**config.mk**
```make
export PLATFORM = sky130hd
export DESIGN_NAME = ptta_ctrl
export DESIGN_NICKNAME = d
export VERILOG_FILES = /design/src/hw/rtl/assert_macros.svh /design/src/hw/rtl/ptta_pkg.sv /design/src/hw/rtl/ptta_ctrl.sv
export SDC_FILE = /design/constraint.sdc
export NUM_CORES = 1
export LEC_CHECK = 0
export BUFFER_PORTS_ARGS = -buffer_cell sky130_fd_sc_hd__buf_2
export CAP_MARGIN = 0
export CORE_AREA = 2 2 39 41
export CTS_BUF_LIST = sky130_fd_sc_hd__clkbuf_4 sky130_fd_sc_hd__clkbuf_8 sky130_fd_sc_hd__clkbuf_16
export CTS_CLUSTER_SIZE = 30
export DETAILED_ROUTE_END_ITERATION = 6
export DIE_AREA = 0 0 41 43
export HOLD_SLACK_MARGIN = 0.06
export PLACE_DENSITY_LB_ADDON = 0.15
export SLEW_MARGIN = 5
export SYNTH_ARGS = -nofsm -noshare
export SYNTH_HDL_FRONTEND = slang
export SYNTH_SLANG_ARGS = --single-unit
```
**constraint.sdc**
```tcl
create_clock -name clock -period 1.3 [get_ports clock]
set_input_delay 0.065 -clock clock [delete_from_list [all_inputs] [get_ports clock]]
set_output_delay 0.065 -clock clock [all_outputs]
set_load 0.05 [all_outputs]
```
**src/hw/rtl/assert_macros.svh**
```systemverilog
// Assertion macros used by the top level of the page table block.
`ifndef ASSERT_MACROS_SVH
`define ASSERT_MACROS_SVH
`ifndef SYNTH
// Same-cycle implication, disabled during reset.
`define ASSERT_IMPLY(label, clk, rst, ante, cons) \
   label: assert property (@(posedge clk) disable iff (rst) (ante) |-> (cons)) \
      else $error("same-cycle implication failed");
// Next-cycle implication, disabled during reset.
`define ASSERT_NEXT(label, clk, rst, ante, cons) \
   label: assert property (@(posedge clk) disable iff (rst) (ante) |=> (cons)) \
      else $error("next-cycle implication failed");
`else
`define ASSERT_IMPLY(label, clk, rst, ante, cons)
`define ASSERT_NEXT(label, clk, rst, ante, cons)
`endif
`endif

```
**src/hw/rtl/ptta_pkg.sv**
```systemverilog
// Package with the constants, types and codes of the page table block.
`timescale 1ns / 1ps
package ptta_pkg;

   localparam int ADDR_W        = 31;
   localparam int VIRTUAL_PAGES = 524288;
   localparam int PAGE_BYTES    = 4096;
   localparam int PHYS_PAGES    = 4096;

   localparam int OFF_W   = $clog2(PAGE_BYTES);
   localparam int VPN_W   = $clog2(VIRTUAL_PAGES);
   localparam int VADDR_PAGE_W = ADDR_W - OFF_W;
   localparam int RANGE_W = VADDR_PAGE_W + 1;
   localparam int PPN_W   = 13;
   localparam int PA_W    = 24;
   localparam int CFG_W   = 13;
   localparam int SUM_W   = CFG_W + 1;
   localparam int CSR_IDX_W = 1;
   localparam int STATUS_W  = 2;

   localparam logic [RANGE_W-1:0] VPN_LIMIT = RANGE_W'(VIRTUAL_PAGES);
   localparam logic [SUM_W-1:0]   PHYS_LIM  = SUM_W'(PHYS_PAGES);

   localparam logic [CSR_IDX_W-1:0] CSR_FIRST_FREE  = CSR_IDX_W'(0);
   localparam logic [CSR_IDX_W-1:0] CSR_TOTAL_PAGES = CSR_IDX_W'(1);

   localparam logic [CFG_W-1:0] FIRST_FREE_RESET  = CFG_W'(0);
   localparam logic [CFG_W-1:0] TOTAL_PAGES_RESET = CFG_W'(4096);

   typedef enum logic [STATUS_W-1:0] {
      RSP_HIT   = 2'd0,
      RSP_FREE  = 2'd1,
      RSP_REPL  = 2'd2,
      RSP_FAULT = 2'd3
   } status_type;

   typedef enum logic [2:0] {
      S_CLEAR,
      S_IDLE,
      S_CHECK,
      S_SCAN,
      S_EVICT
   } state_type;

   typedef struct packed {
      logic             valid;
      logic [PPN_W-1:0] page;
   } entry_type;

   localparam int ENTRY_W = $bits(entry_type);

   // Commands from the controller to the datapath.
   typedef struct packed {
      logic       clr_write;    // write an invalid entry at the clear pointer
      logic       capture;      // latch the request and read its entry
      logic       map_free;     // map the request page to the next free page
      logic       scan_load;    // start the victim scan at the low-water mark
      logic       scan_step;    // read the next entry of the scan
      logic       victim_take;  // latch the victim and invalidate its entry
      logic       map_evict;    // map the request page to the victim's page
      logic       rsp_fire;     // load the response registers
      status_type rsp_kind;
   } cmd_type;

   // Status from the datapath to the controller.
   typedef struct packed {
      logic clr_last;
      logic in_range;
      logic hit;
      logic free_ok;
      logic any_mapped;
      logic victim_found;
   } sts_type;

endpackage

```
**src/hw/rtl/ptta_ctrl.sv**
```systemverilog
// Controller state machine of the page table block.
`timescale 1ns / 1ps
module ptta_ctrl (
   input  logic              clock,
   input  logic              reset,
   input  logic              start,
   output logic              busy,
   output ptta_pkg::cmd_type cmd,
   input  ptta_pkg::sts_type sts
);
   import ptta_pkg::*;

   state_type state_ff, state_in;

   always_comb begin
      state_in = state_ff;
      case (state_ff)
         S_CLEAR: begin
            if (sts.clr_last) state_in = S_IDLE;
         end
         S_IDLE: begin
            if (start) state_in = S_CHECK;
         end
         S_CHECK: begin
            if (sts.in_range && !sts.hit && !sts.free_ok && sts.any_mapped) begin
               state_in = S_SCAN;
            end else begin
               state_in = S_IDLE;
            end
         end
         S_SCAN: begin
            if (sts.victim_found) state_in = S_EVICT;
         end
         S_EVICT: begin
            state_in = S_IDLE;
         end
         default: begin
            state_in = S_CLEAR;
         end
      endcase
   end

   always_comb begin
      cmd      = '0;
      cmd.rsp_kind = RSP_FAULT;
      busy     = 1'b1;
      case (state_ff)
         S_CLEAR: begin
            cmd.clr_write = 1'b1;
         end
         S_IDLE: begin
            busy        = 1'b0;
            cmd.capture = start;
         end
         S_CHECK: begin
            if (!sts.in_range) begin
               cmd.rsp_fire = 1'b1;
               cmd.rsp_kind = RSP_FAULT;
            end else if (sts.hit) begin
               cmd.rsp_fire = 1'b1;
               cmd.rsp_kind = RSP_HIT;
            end else if (sts.free_ok) begin
               cmd.map_free = 1'b1;
               cmd.rsp_fire = 1'b1;
               cmd.rsp_kind = RSP_FREE;
            end else if (!sts.any_mapped) begin
               cmd.rsp_fire = 1'b1;
               cmd.rsp_kind = RSP_FAULT;
            end else begin
               cmd.scan_load = 1'b1;
            end
         end
         S_SCAN: begin
            if (sts.victim_found) begin
               cmd.victim_take = 1'b1;
            end else begin
               cmd.scan_step = 1'b1;
            end
         end
         S_EVICT: begin
            cmd.map_evict = 1'b1;
            cmd.rsp_fire  = 1'b1;
            cmd.rsp_kind  = RSP_REPL;
         end
         default: begin
            cmd = '0;
            cmd.rsp_kind = RSP_FAULT;
         end
      endcase
   end

   always_ff @(posedge clock) begin
      if (reset) begin
         state_ff <= S_CLEAR;
      end else begin
         state_ff <= state_in;
      end
   end

endmodule

```
# Word level (Yosys, flattened, before mapping)
# Cells that the tools add are included.
# Widths: inputs -> output; s select.
op_classes:
  mux: 23
  n_reduce_logical: 7
  n_eq_ne: 7
ops:
  columns: ["op", "count"]
  rows:
  - ["$mux 3", 7]
  - ["$pmux 3 s5", 1]
  - ["$mux 2", 5]
  - ["$mux 1", 9]
  - ["$eq 3x2->1 const B", 2]
  - ["$ne 2x2->1 const B", 3]
  - ["$pmux 3 s2", 1]
  - ["$eq 3x1->1 const B", 1]
  - ["$eq 3x3->1 const B", 1]
  - ["$logic_and 1x1->1", 3]
  - ["$logic_not 3->1", 1]
  - ["$reduce_and 3->1", 1]
  - ["$logic_not 1->1", 2]
word_totals:
  elab_cells: 38
  output_inout_bits: 11
  regBits: 3
  inputBits: 9

# Longest topological paths before layout
# Gate-level depths: netlist (run 1).
depth:
  word_depth: 6
  mapped_depth: 4
  ltp_nobuf: 3

# Least setup slack after synthesis (run 1)
# OpenSTA, ideal clock, no wires.
synth_path:
  path_type: "flip-flop to output port"
  from: "register state_ff[1]"
  to: "output port cmd[6] in the netlist's numbering"
  arrival_ns: 1.832
  t_required_ns: 1.235
  n_path_buf: 0
  stages_incl_launch_ff: 3
  path_slack_ns: -0.597
  path_cell_list: "dfxtp_1 and2b_1 nor3b_1"
synth_rtl:
  columns: ["element", "line_no", "text"]
  rows:
  - ["start, declared", "ptta_ctrl.sv:13", "state_type state_ff, state_in;"]
  - ["start signal, assigned", "ptta_ctrl.sv:96", "state_ff <= state_in;"]
  - ["end, declared", "ptta_ctrl.sv:8", "output ptta_pkg::cmd_type cmd,"]

==> impl_metrics.yaml, run 1 <==
min_path:
  holdPathStages: 4
  holdCritPathClass: "in -> reg"
  hold_end: "state_ff[0]"
  worstHoldStart: "sts[5]"
grt:
  grt_util_all_layers: 0.0954
  grt_util_met2: 0.159
  grt_pass1_vias: 291
  grt.met1_usage: 0.113
  grt.busiest_layer: "met2"
  overflow: 0
  antenna_found_initial: 0
  grt_max_degree: 9
  met3_usage: 0.0157
  grt_first_pass_wirelength_um: 1170
yosys:
  yosys_warnings: 0
  synth-seq-cells: 3
  syn_inst: 32
  seq_area_frac_synth: 0.215
  syn_area_um2: 279
  synth_edf_count: 0
  avgSynthCellArea_um2: 8.72
  yosysMostFrequentCell: "nand2_1"
  synth_fp_nets: 41
  yosys-top-cells-area: "dfxtp_1, a2111oi_4, nand4bb_4, mux2_4, nand2_1"
  synth_top_area_cell: "dfxtp_1"
  async_flop_share: 0
  synth_cell_types: 21
  synth_top_area_frac: 0.215
  synth_top_cells_by_count: "nand2_1, dfxtp_1, nor2_1"
  synth-main-ff-cell: "dfxtp_1"
worst_setup_path:
  crit_buf_inv: 1
  cp.required_ns: 1.24
  cp-start-kind: "flop"
  ff2ff_setup_slack_ns: 0.09
  crit_family: "simple AND/OR/NAND/NOR gates"
  slowest_delay_ns: 0.33
  worstPathMaxFanout: 2
  slowest_stage: "dfxtp_4"
  r2r-end: "state_ff[0]"
  path_class: "reg -> out"
  endpoint_kind: "output pin"
  critPathArrivalTime_ns: 1.28
  path_cells: "and2b_1 -> nor2b_2 -> and4b_2 -> buf_8"
  reg2regPathDepth: 4
  reg2reg_from: "state_ff[2]"
timing:
  fmax_mhz: 745
  hold_viol_final: 0
  fin_crit_sh: 1.03
  rsz0062_at_grt: "true"
  period_needed_ns: 1.34
  slew_headroom: 0.789
  setup_ws_ns: -0.0419
  setup_tns_ns: -0.0880
  setup_viol: 4
  clock_skew_ns: 0.00372
  final_max_slew_viol_count: 0
  worst_pin_slew_ns: 0.316
routing:
  post_drt_wl_per_cell_um: 9.92
  ant_nets: 0
  wl_um: 764
  drt_iter0_drc: 5
  route.detailed.drc: 0
  first_pass_iters: 2
  avgViaCountPerCell: 4.45
  vias: 343
power_and_ir_drop:
  p_comb_frac: 0.448
  clkPwrFrac: 0.345
  pwr-share-seq: 0.207
  power.switching_w: 0.000191
  netSwitchingFraction: 0.363
  intPower_w: 0.000335
  powerDensity_nw_per_um2: 898
  leakage_nw: 0.257
  ir_drop_mv: 0.528
placed_design:
  placement.io_buffers: 19
  gp_congestion: 0.639
  hpwl_um: 598
  place_ws_ns: 0.0569
die:
  ioPinCount: 20
  coreArea_um2: 1380
  chipHeight_um: 43
  start_util: 0.202
  die_x_um: 41
  std_cell_rows: 14
  die-area_um2: 1760
cells_and_area:
  regMostFlops: "state_ff"
  reg_top3: "state_ff x3"
  fin_nets: 71
  largest_register_ff_count: 3
  area_delta_synth_final_pct: 110
  drive_above_1_share: 0.721
  fillCellCount: 146
  diodes: 0
clocking:
  clk_latency_ns: 0.23
  cts_root_buffer: "clkbuf_4"
  cts_max_level: 1
  clock-sinks: 3
  cts_tree: "built"
  clockBufferDepth: 2
  path_clk_slew_ns: 0.04
  cts_buffers: 3
run_status:
  violations: "negative setup slack"
  status: "complete, but fails checks"
flow_run:
  drv_cap: 0
## worst max-delay path by stage
stage,startpoint,endpoint,slack (ns),depth (start not counted)
3_5_place_dp,state_ff[2],cmd[7],0.06,4
4_1_cts,state_ff[2],cmd[7],-0.05,4
6_report,state_ff[2],cmd[7],-0.04,4
5_1_grt,state_ff[2],cmd[7],-0.11,4
2_1_floorplan,state_ff[2],cmd[6],-0.03,2
3_3_place_gp,state_ff[2],cmd[7],0.06,4
## kinds of logic (layout without fill, tap and decap cells)
logic type	count (synthesis)	count (layout)	share of synthesized area
AND/OR/NAND/NOR	20	20	0.475
AO/OA/AOI/OAI	7	7	0.242
flip-flops	3	3	0.215
buffers and inverters	1	30	0.0134
multiplexers	1	1	0.0538
## cells in the final DEF (no fill, tap or decap), types with 2 or more instances in the layout
| cell type | synthesis | layout |
|---|---|---|
| dfxtp_2 | 0 | 2 |
| clkbuf_4 | 0 | 4 |
| buf_2 | 0 | 9 |
| buf_6 | 0 | 8 |
| nand2_1 | 4 | 4 |
| buf_4 | 0 | 7 |
## tightest hold or removal path, delay by kind of cell
kind | cells | cell delay [ns]
and+or+nand+nor | 2 | 0.19
buffers and inverters | 1 | 0.07
AOI/OAI and AO/OA | 1 | 0.07
## final cells by class
| class | instances | area, um2 | share of cell area |
|---|---|---|---|
| timing repair buffer | 26 | 213 | 0.363 |
| clock buffer | 4 | 30.0 | 0.0513 |
| sequential | 3 | 66.3 | 0.113 |
| multi-input combinational | 28 | 256 | 0.438 |
| tap | 16 | 20.0 | 0.0342 |
## metal layers
layer  wire (um)  part of all wire
met2         404              0.53
met1         330              0.43
met4           0                 0
met5           0                 0
met3          29             0.038
## per-stage QoR
step | total power (W) | cell area (um2) | cells | utilization | hold slack (ns)
finish | 0.000526 | 586 | 77 | 0.423 | 0.226
global route | 0.000555 | 586 | 77 | 0.423 | 0.272
CTS | 0.000526 | 561 | 77 | 0.405 | 0.234
detailed placement | 0.000318 | 453 | 71 | 0.327 | 0.288
global placement | 0.000319 | 453 | 71 | 0.327 | 0.288
floorplan | 0.000248 | 304 | 32 | - | 0.129
## power by group through the flow
| stage | clock network, W | logic, W | registers [W] |
|---|---|---|---|
| final | 0.000182 | 0.000235 | 0.000109 |
| after global routing | 0.000194 | 0.000251 | 0.000110 |
| after CTS | 0.000189 | 0.000228 | 0.000109 |
| after detailed placement | 0 | 0.000206 | 0.000112 |
| after global placement | 0 | 0.000207 | 0.000112 |
| after floorplan | 0 | 0.000135 | 0.000113 |
## repair_timing
action                                  in CTS  in global routing
pin swaps                                    2                  1
endpoints found under the setup margin       9                 10
gates resized for setup                     20                  6
endpoints found under the hold margin        3                  0
hold buffers                                 1                  0
gates cloned                                 0                  0
buffers inserted                             1                  0
Power figures use the tool's default switching activity.
==> inputs of run 2 (changes only) <==
--- a/config.mk
+++ b/config.mk
@@ -9,2 +9,4 @@
 export CAP_MARGIN = 0
+export CELL_PAD_IN_SITES_DETAIL_PLACEMENT = 1
+export CELL_PAD_IN_SITES_GLOBAL_PLACEMENT = 1
 export CORE_AREA = 2 2 39 41
==> constraint.sdc (replaced) <==
create_clock -name clock -period 1.3 [get_ports clock]
set_input_delay 0.195 -clock clock [delete_from_list [all_inputs] [get_ports clock]]
set_output_delay 0.195 -clock clock [all_outputs]
set_load 0.05 [all_outputs]
==> impl_metrics.yaml, run 2 (synthesis gave the netlist of run 1 again) <==
run_status:
  status: "complete, but fails checks"
  violations: "negative setup slack"
worst_setup_path:
  critPathArrivalTime_ns: 1.31
  worstPathMaxFanout: 3
  cp-start-kind: "flop"
  path_class: "reg -> out"
  cp.required_ns: 1.11
  endpoint_kind: "output pin"
clocking:
  clockBufferDepth: 2
  clock-sinks: 3
  clk_latency_ns: 0.23
  path_clk_slew_ns: 0.04
  cts_root_buffer: "clkbuf_4"
  cts_tree: "built"
  cts_buffers: 3
  cts_max_level: 1
die:
  std_cell_rows: 14
  chipHeight_um: 43
  die-area_um2: 1760
  coreArea_um2: 1380
  die_x_um: 41
  start_util: 0.202
  ioPinCount: 20
placed_design:
  placement.io_buffers: 19
  hpwl_um: 722
  gp_congestion: 0.625
  placed_cell_area_um2: 489
  dp_cells: 73
timing:
  worst_pin_slew_ns: 0.323
  setup_viol: 9
  rsz0062_at_grt: "true"
  setup_ws_ns: -0.209
  final_max_slew_viol_count: 0
  fin_crit_sh: 1.16
  clock_skew_ns: 0.00111
  period_needed_ns: 1.51
  fmax_mhz: 663
  slew_headroom: 0.785
  hold_viol_final: 0
power_and_ir_drop:
  leakage_nw: 0.276
  ir_drop_mv: 0.496
  finalPower_w: 0.000571
  powerDensity_nw_per_um2: 872
cells_and_area:
  reg_top3: "state_ff x3"
  fin_cells: 79
  fillCellCount: 158
  mostFrequentLayoutCell: "buf_4"
  largest_register_ff_count: 3
  drive_above_1_share: 0.825
  fin_nets: 73
  area_delta_synth_final_pct: 135
  final_area_um2: 654
  regMostFlops: "state_ff"
  final_cell_mix: "buf_4, buf_2, buf_6"
  diodes: 0
routing:
  first_pass_iters: 2
  ant_nets: 0
  vias: 362
  wl_um: 1010
  drt_iter0_drc: 2
  avgViaCountPerCell: 4.58
  route.detailed.drc: 0
  post_drt_wl_per_cell_um: 12.7
grt:
  grt_util_all_layers: 0.128
  antenna_found_initial: 0
  grt_first_pass_wirelength_um: 1510
  grt_max_degree: 12
  overflow: 0
  grt_pass1_vias: 376
min_path:
  holdCritPathClass: "in -> reg"
flow_run:
  drv_cap: 0
run 2: changes by cell type in the layout (fill, tap and decap cells not counted), sizes merged:
cell,before,now
dlygate4sd3,1,0
buf,25,28
run 2: per-layer routing:
metal  up-vias  part of all wire  global-route usage
li1        181                 -                   -
met1       172              0.35               0.118
met3         0             0.047              0.0209
met2         9              0.60               0.225
met4         0                 0               0.100
met5         -                 0                   0
run 2: worst paths after layout:
check                                  from          end  slack, ns  cells after the start
worst max register to register  state_ff[2]  state_ff[0]       0.07                      4
worst max-delay path            state_ff[2]       cmd[7]      -0.21                      4
worst min register to register  state_ff[0]  state_ff[0]       0.60                      2
worst min-delay path                  reset  state_ff[0]       0.19                      2
run 2: cell type report:
type	instances	area (um2)	share of cell area
Multi-Input combinational cell	28	293	0.447
Timing Repair Buffer	28	243	0.371
Sequential cell	3	68.8	0.105
Clock buffer	4	30.0	0.0459
Tap cell	16	20.0	0.0306
run 2: power by group:
part	switching, W	internal [W]	total [W]	leakage (nW)
clock	0.0000451	0.000136	0.000181	0.0184
combinational	0.000150	0.000127	0.000276	0.231
sequential	0.0000138	0.0000997	0.000114	0.0264
run 2: critical path: stages (launching register included):
cell,delay (ns)
dfxtp_4,0.33
and2b_2,0.23
nor2b_4,0.14
and4b_2,0.24
buf_8,0.15
run 2: stage by stage:
| stage | worst slack, ns | hold slack (ns) | util | TNS (ns) |
|---|---|---|---|---|
| final | -0.209 | 0.191 | 0.473 | -1.14 |
| after CTS | -0.226 | 0.176 | 0.435 | -1.30 |
| after detailed placement | -0.0959 | 0.420 | 0.354 | -0.128 |
| after global placement | -0.0401 | 0.411 | 0.354 | -0.0401 |
| after floorplan | -0.0972 | 0.257 | - | -0.211 |
| after global routing | -0.275 | 0.185 | 0.473 | -1.70 |
run 2: what timing repair did:
item                       4_1_cts  5_1_grt
pin swaps                        1        2
hold buffers                     0        0
resized for setup               27       11
setup endpoints to repair       12       11
setup buffers                    0        2
hold endpoints to repair         0        0
==> inputs of run 3 (changes only) <==
SKIP_CTS_REPAIR_TIMING = 1   (was default)
==> impl_metrics.yaml, run 3 (synthesis gave the netlist of run 1 again) <==
placed_design:
  dp_cells: 73
  hpwl_um: 722
  gp_congestion: 0.625
  placement.io_buffers: 19
worst_setup_path:
  endpoint_kind: "output pin"
  critPathArrivalTime_ns: 1.32
  slowest_stage: "dfxtp_4"
  path_class: "reg -> out"
  path_cells: "and2b_2 -> nor2b_4 -> and4b_2 -> buf_8"
  crit_family: "simple AND/OR/NAND/NOR gates"
  cp-start-kind: "flop"
  crit_buf_inv: 1
  worstPathMaxFanout: 3
  cp.required_ns: 1.11
  slowest_delay_ns: 0.33
timing:
  setup_viol: 8
  slew_headroom: 0.786
  fin_crit_sh: 1.17
  rsz0062_at_grt: "true"
  setup_ws_ns: -0.215
  hold_ws_ns: 0.191
  final_max_slew_viol_count: 0
  fmax_mhz: 660
  period_needed_ns: 1.52
  worst_pin_slew_ns: 0.321
  hold_viol_final: 0
  setup_tns_ns: -1.21
  clock_skew_ns: 0.00110
cells_and_area:
  diodes: 0
  final_cell_mix: "buf_2, buf_4, buf_6"
  largest_register_ff_count: 3
  fin_cells: 77
  regMostFlops: "state_ff"
  drive_above_1_share: 0.787
  fin_nets: 71
  area_delta_synth_final_pct: 122
  reg_top3: "state_ff x3"
clocking:
  cts_buffers: 3
  cts_max_level: 1
  cts_tree: "built"
  clock-sinks: 3
  cts_root_buffer: "clkbuf_4"
  path_clk_slew_ns: 0.04
  clk_latency_ns: 0.23
  clockBufferDepth: 2
run_status:
  status: "complete, but fails checks"
  violations: "negative setup slack"
routing:
  vias: 352
  first_pass_iters: 2
  avgViaCountPerCell: 4.57
  post_drt_wl_per_cell_um: 12.2
  wl_um: 941
  route.detailed.drc: 0
  ant_nets: 0
  drt_iter0_drc: 2
grt:
  grt_first_pass_wirelength_um: 1410
  grt_max_degree: 12
  antenna_found_initial: 0
  overflow: 0
  grt_util_all_layers: 0.119
  grt_pass1_vias: 361
die:
  ioPinCount: 20
  std_cell_rows: 14
  die-area_um2: 1760
  die_x_um: 41
  coreArea_um2: 1380
  start_util: 0.202
  chipHeight_um: 43
power_and_ir_drop:
  leakage_nw: 0.264
  ir_drop_mv: 0.493
  powerDensity_nw_per_um2: 886
flow_run:
  drv_cap: 0
min_path:
  holdCritPathClass: "in -> reg"
[run 3: cell types whose count changed in the layout (fill, tap and decap cells not counted), sizes merged]
| cell | before | now |
|---|---|---|
| buf | 28 | 26 |
[run 3: path summary, 6_finish.rpt]
path / start / slack [ns] / depth (start not counted) / to
min reg2reg: state_ff[2] / 0.59 / 2 / state_ff[1]
min: reset / 0.19 / 2 / state_ff[0]
max reg2reg: state_ff[2] / 0.07 / 4 / state_ff[0]
max: state_ff[2] / -0.22 / 4 / cmd[7]
[run 3: metrics by stage]
| stage | utilization | area (um2) | power, W | worst slack (ns) |
|---|---|---|---|---|
| after global placement | 0.354 | 489 | 0.000323 | -0.0401 |
| after CTS | 0.375 | 519 | 0.000517 | -0.350 |
| final | 0.447 | 618 | 0.000548 | -0.215 |
| after detailed placement | 0.354 | 489 | 0.000327 | -0.0959 |
| after floorplan | - | 327 | 0.000255 | -0.0972 |
| after global routing | 0.447 | 618 | 0.000585 | -0.276 |
[run 3: routing by layer]
layer  vias to the layer above  track usage  part of all wire
met2                         9        0.209              0.60
met3                         0       0.0209             0.051
met1                       164        0.105              0.35
met4                         0        0.100                 0
li1                        179            -                 -
met5                         -            0                 0
[run 3: final cells by class]
cell class	instances	area (um2)
clock buffers	4	30.0
repair buffers	26	224
fillers	162	766
flip-flops and latches	3	68.8
multi-input cells	28	275
well taps	16	20.0
[run 3: power by group]
group	total (W)	internal [W]	switching, W
Clock	0.000181	0.000136	0.0000452
Combinational	0.000252	0.000111	0.000141
Sequential	0.000115	0.0000997	0.0000154
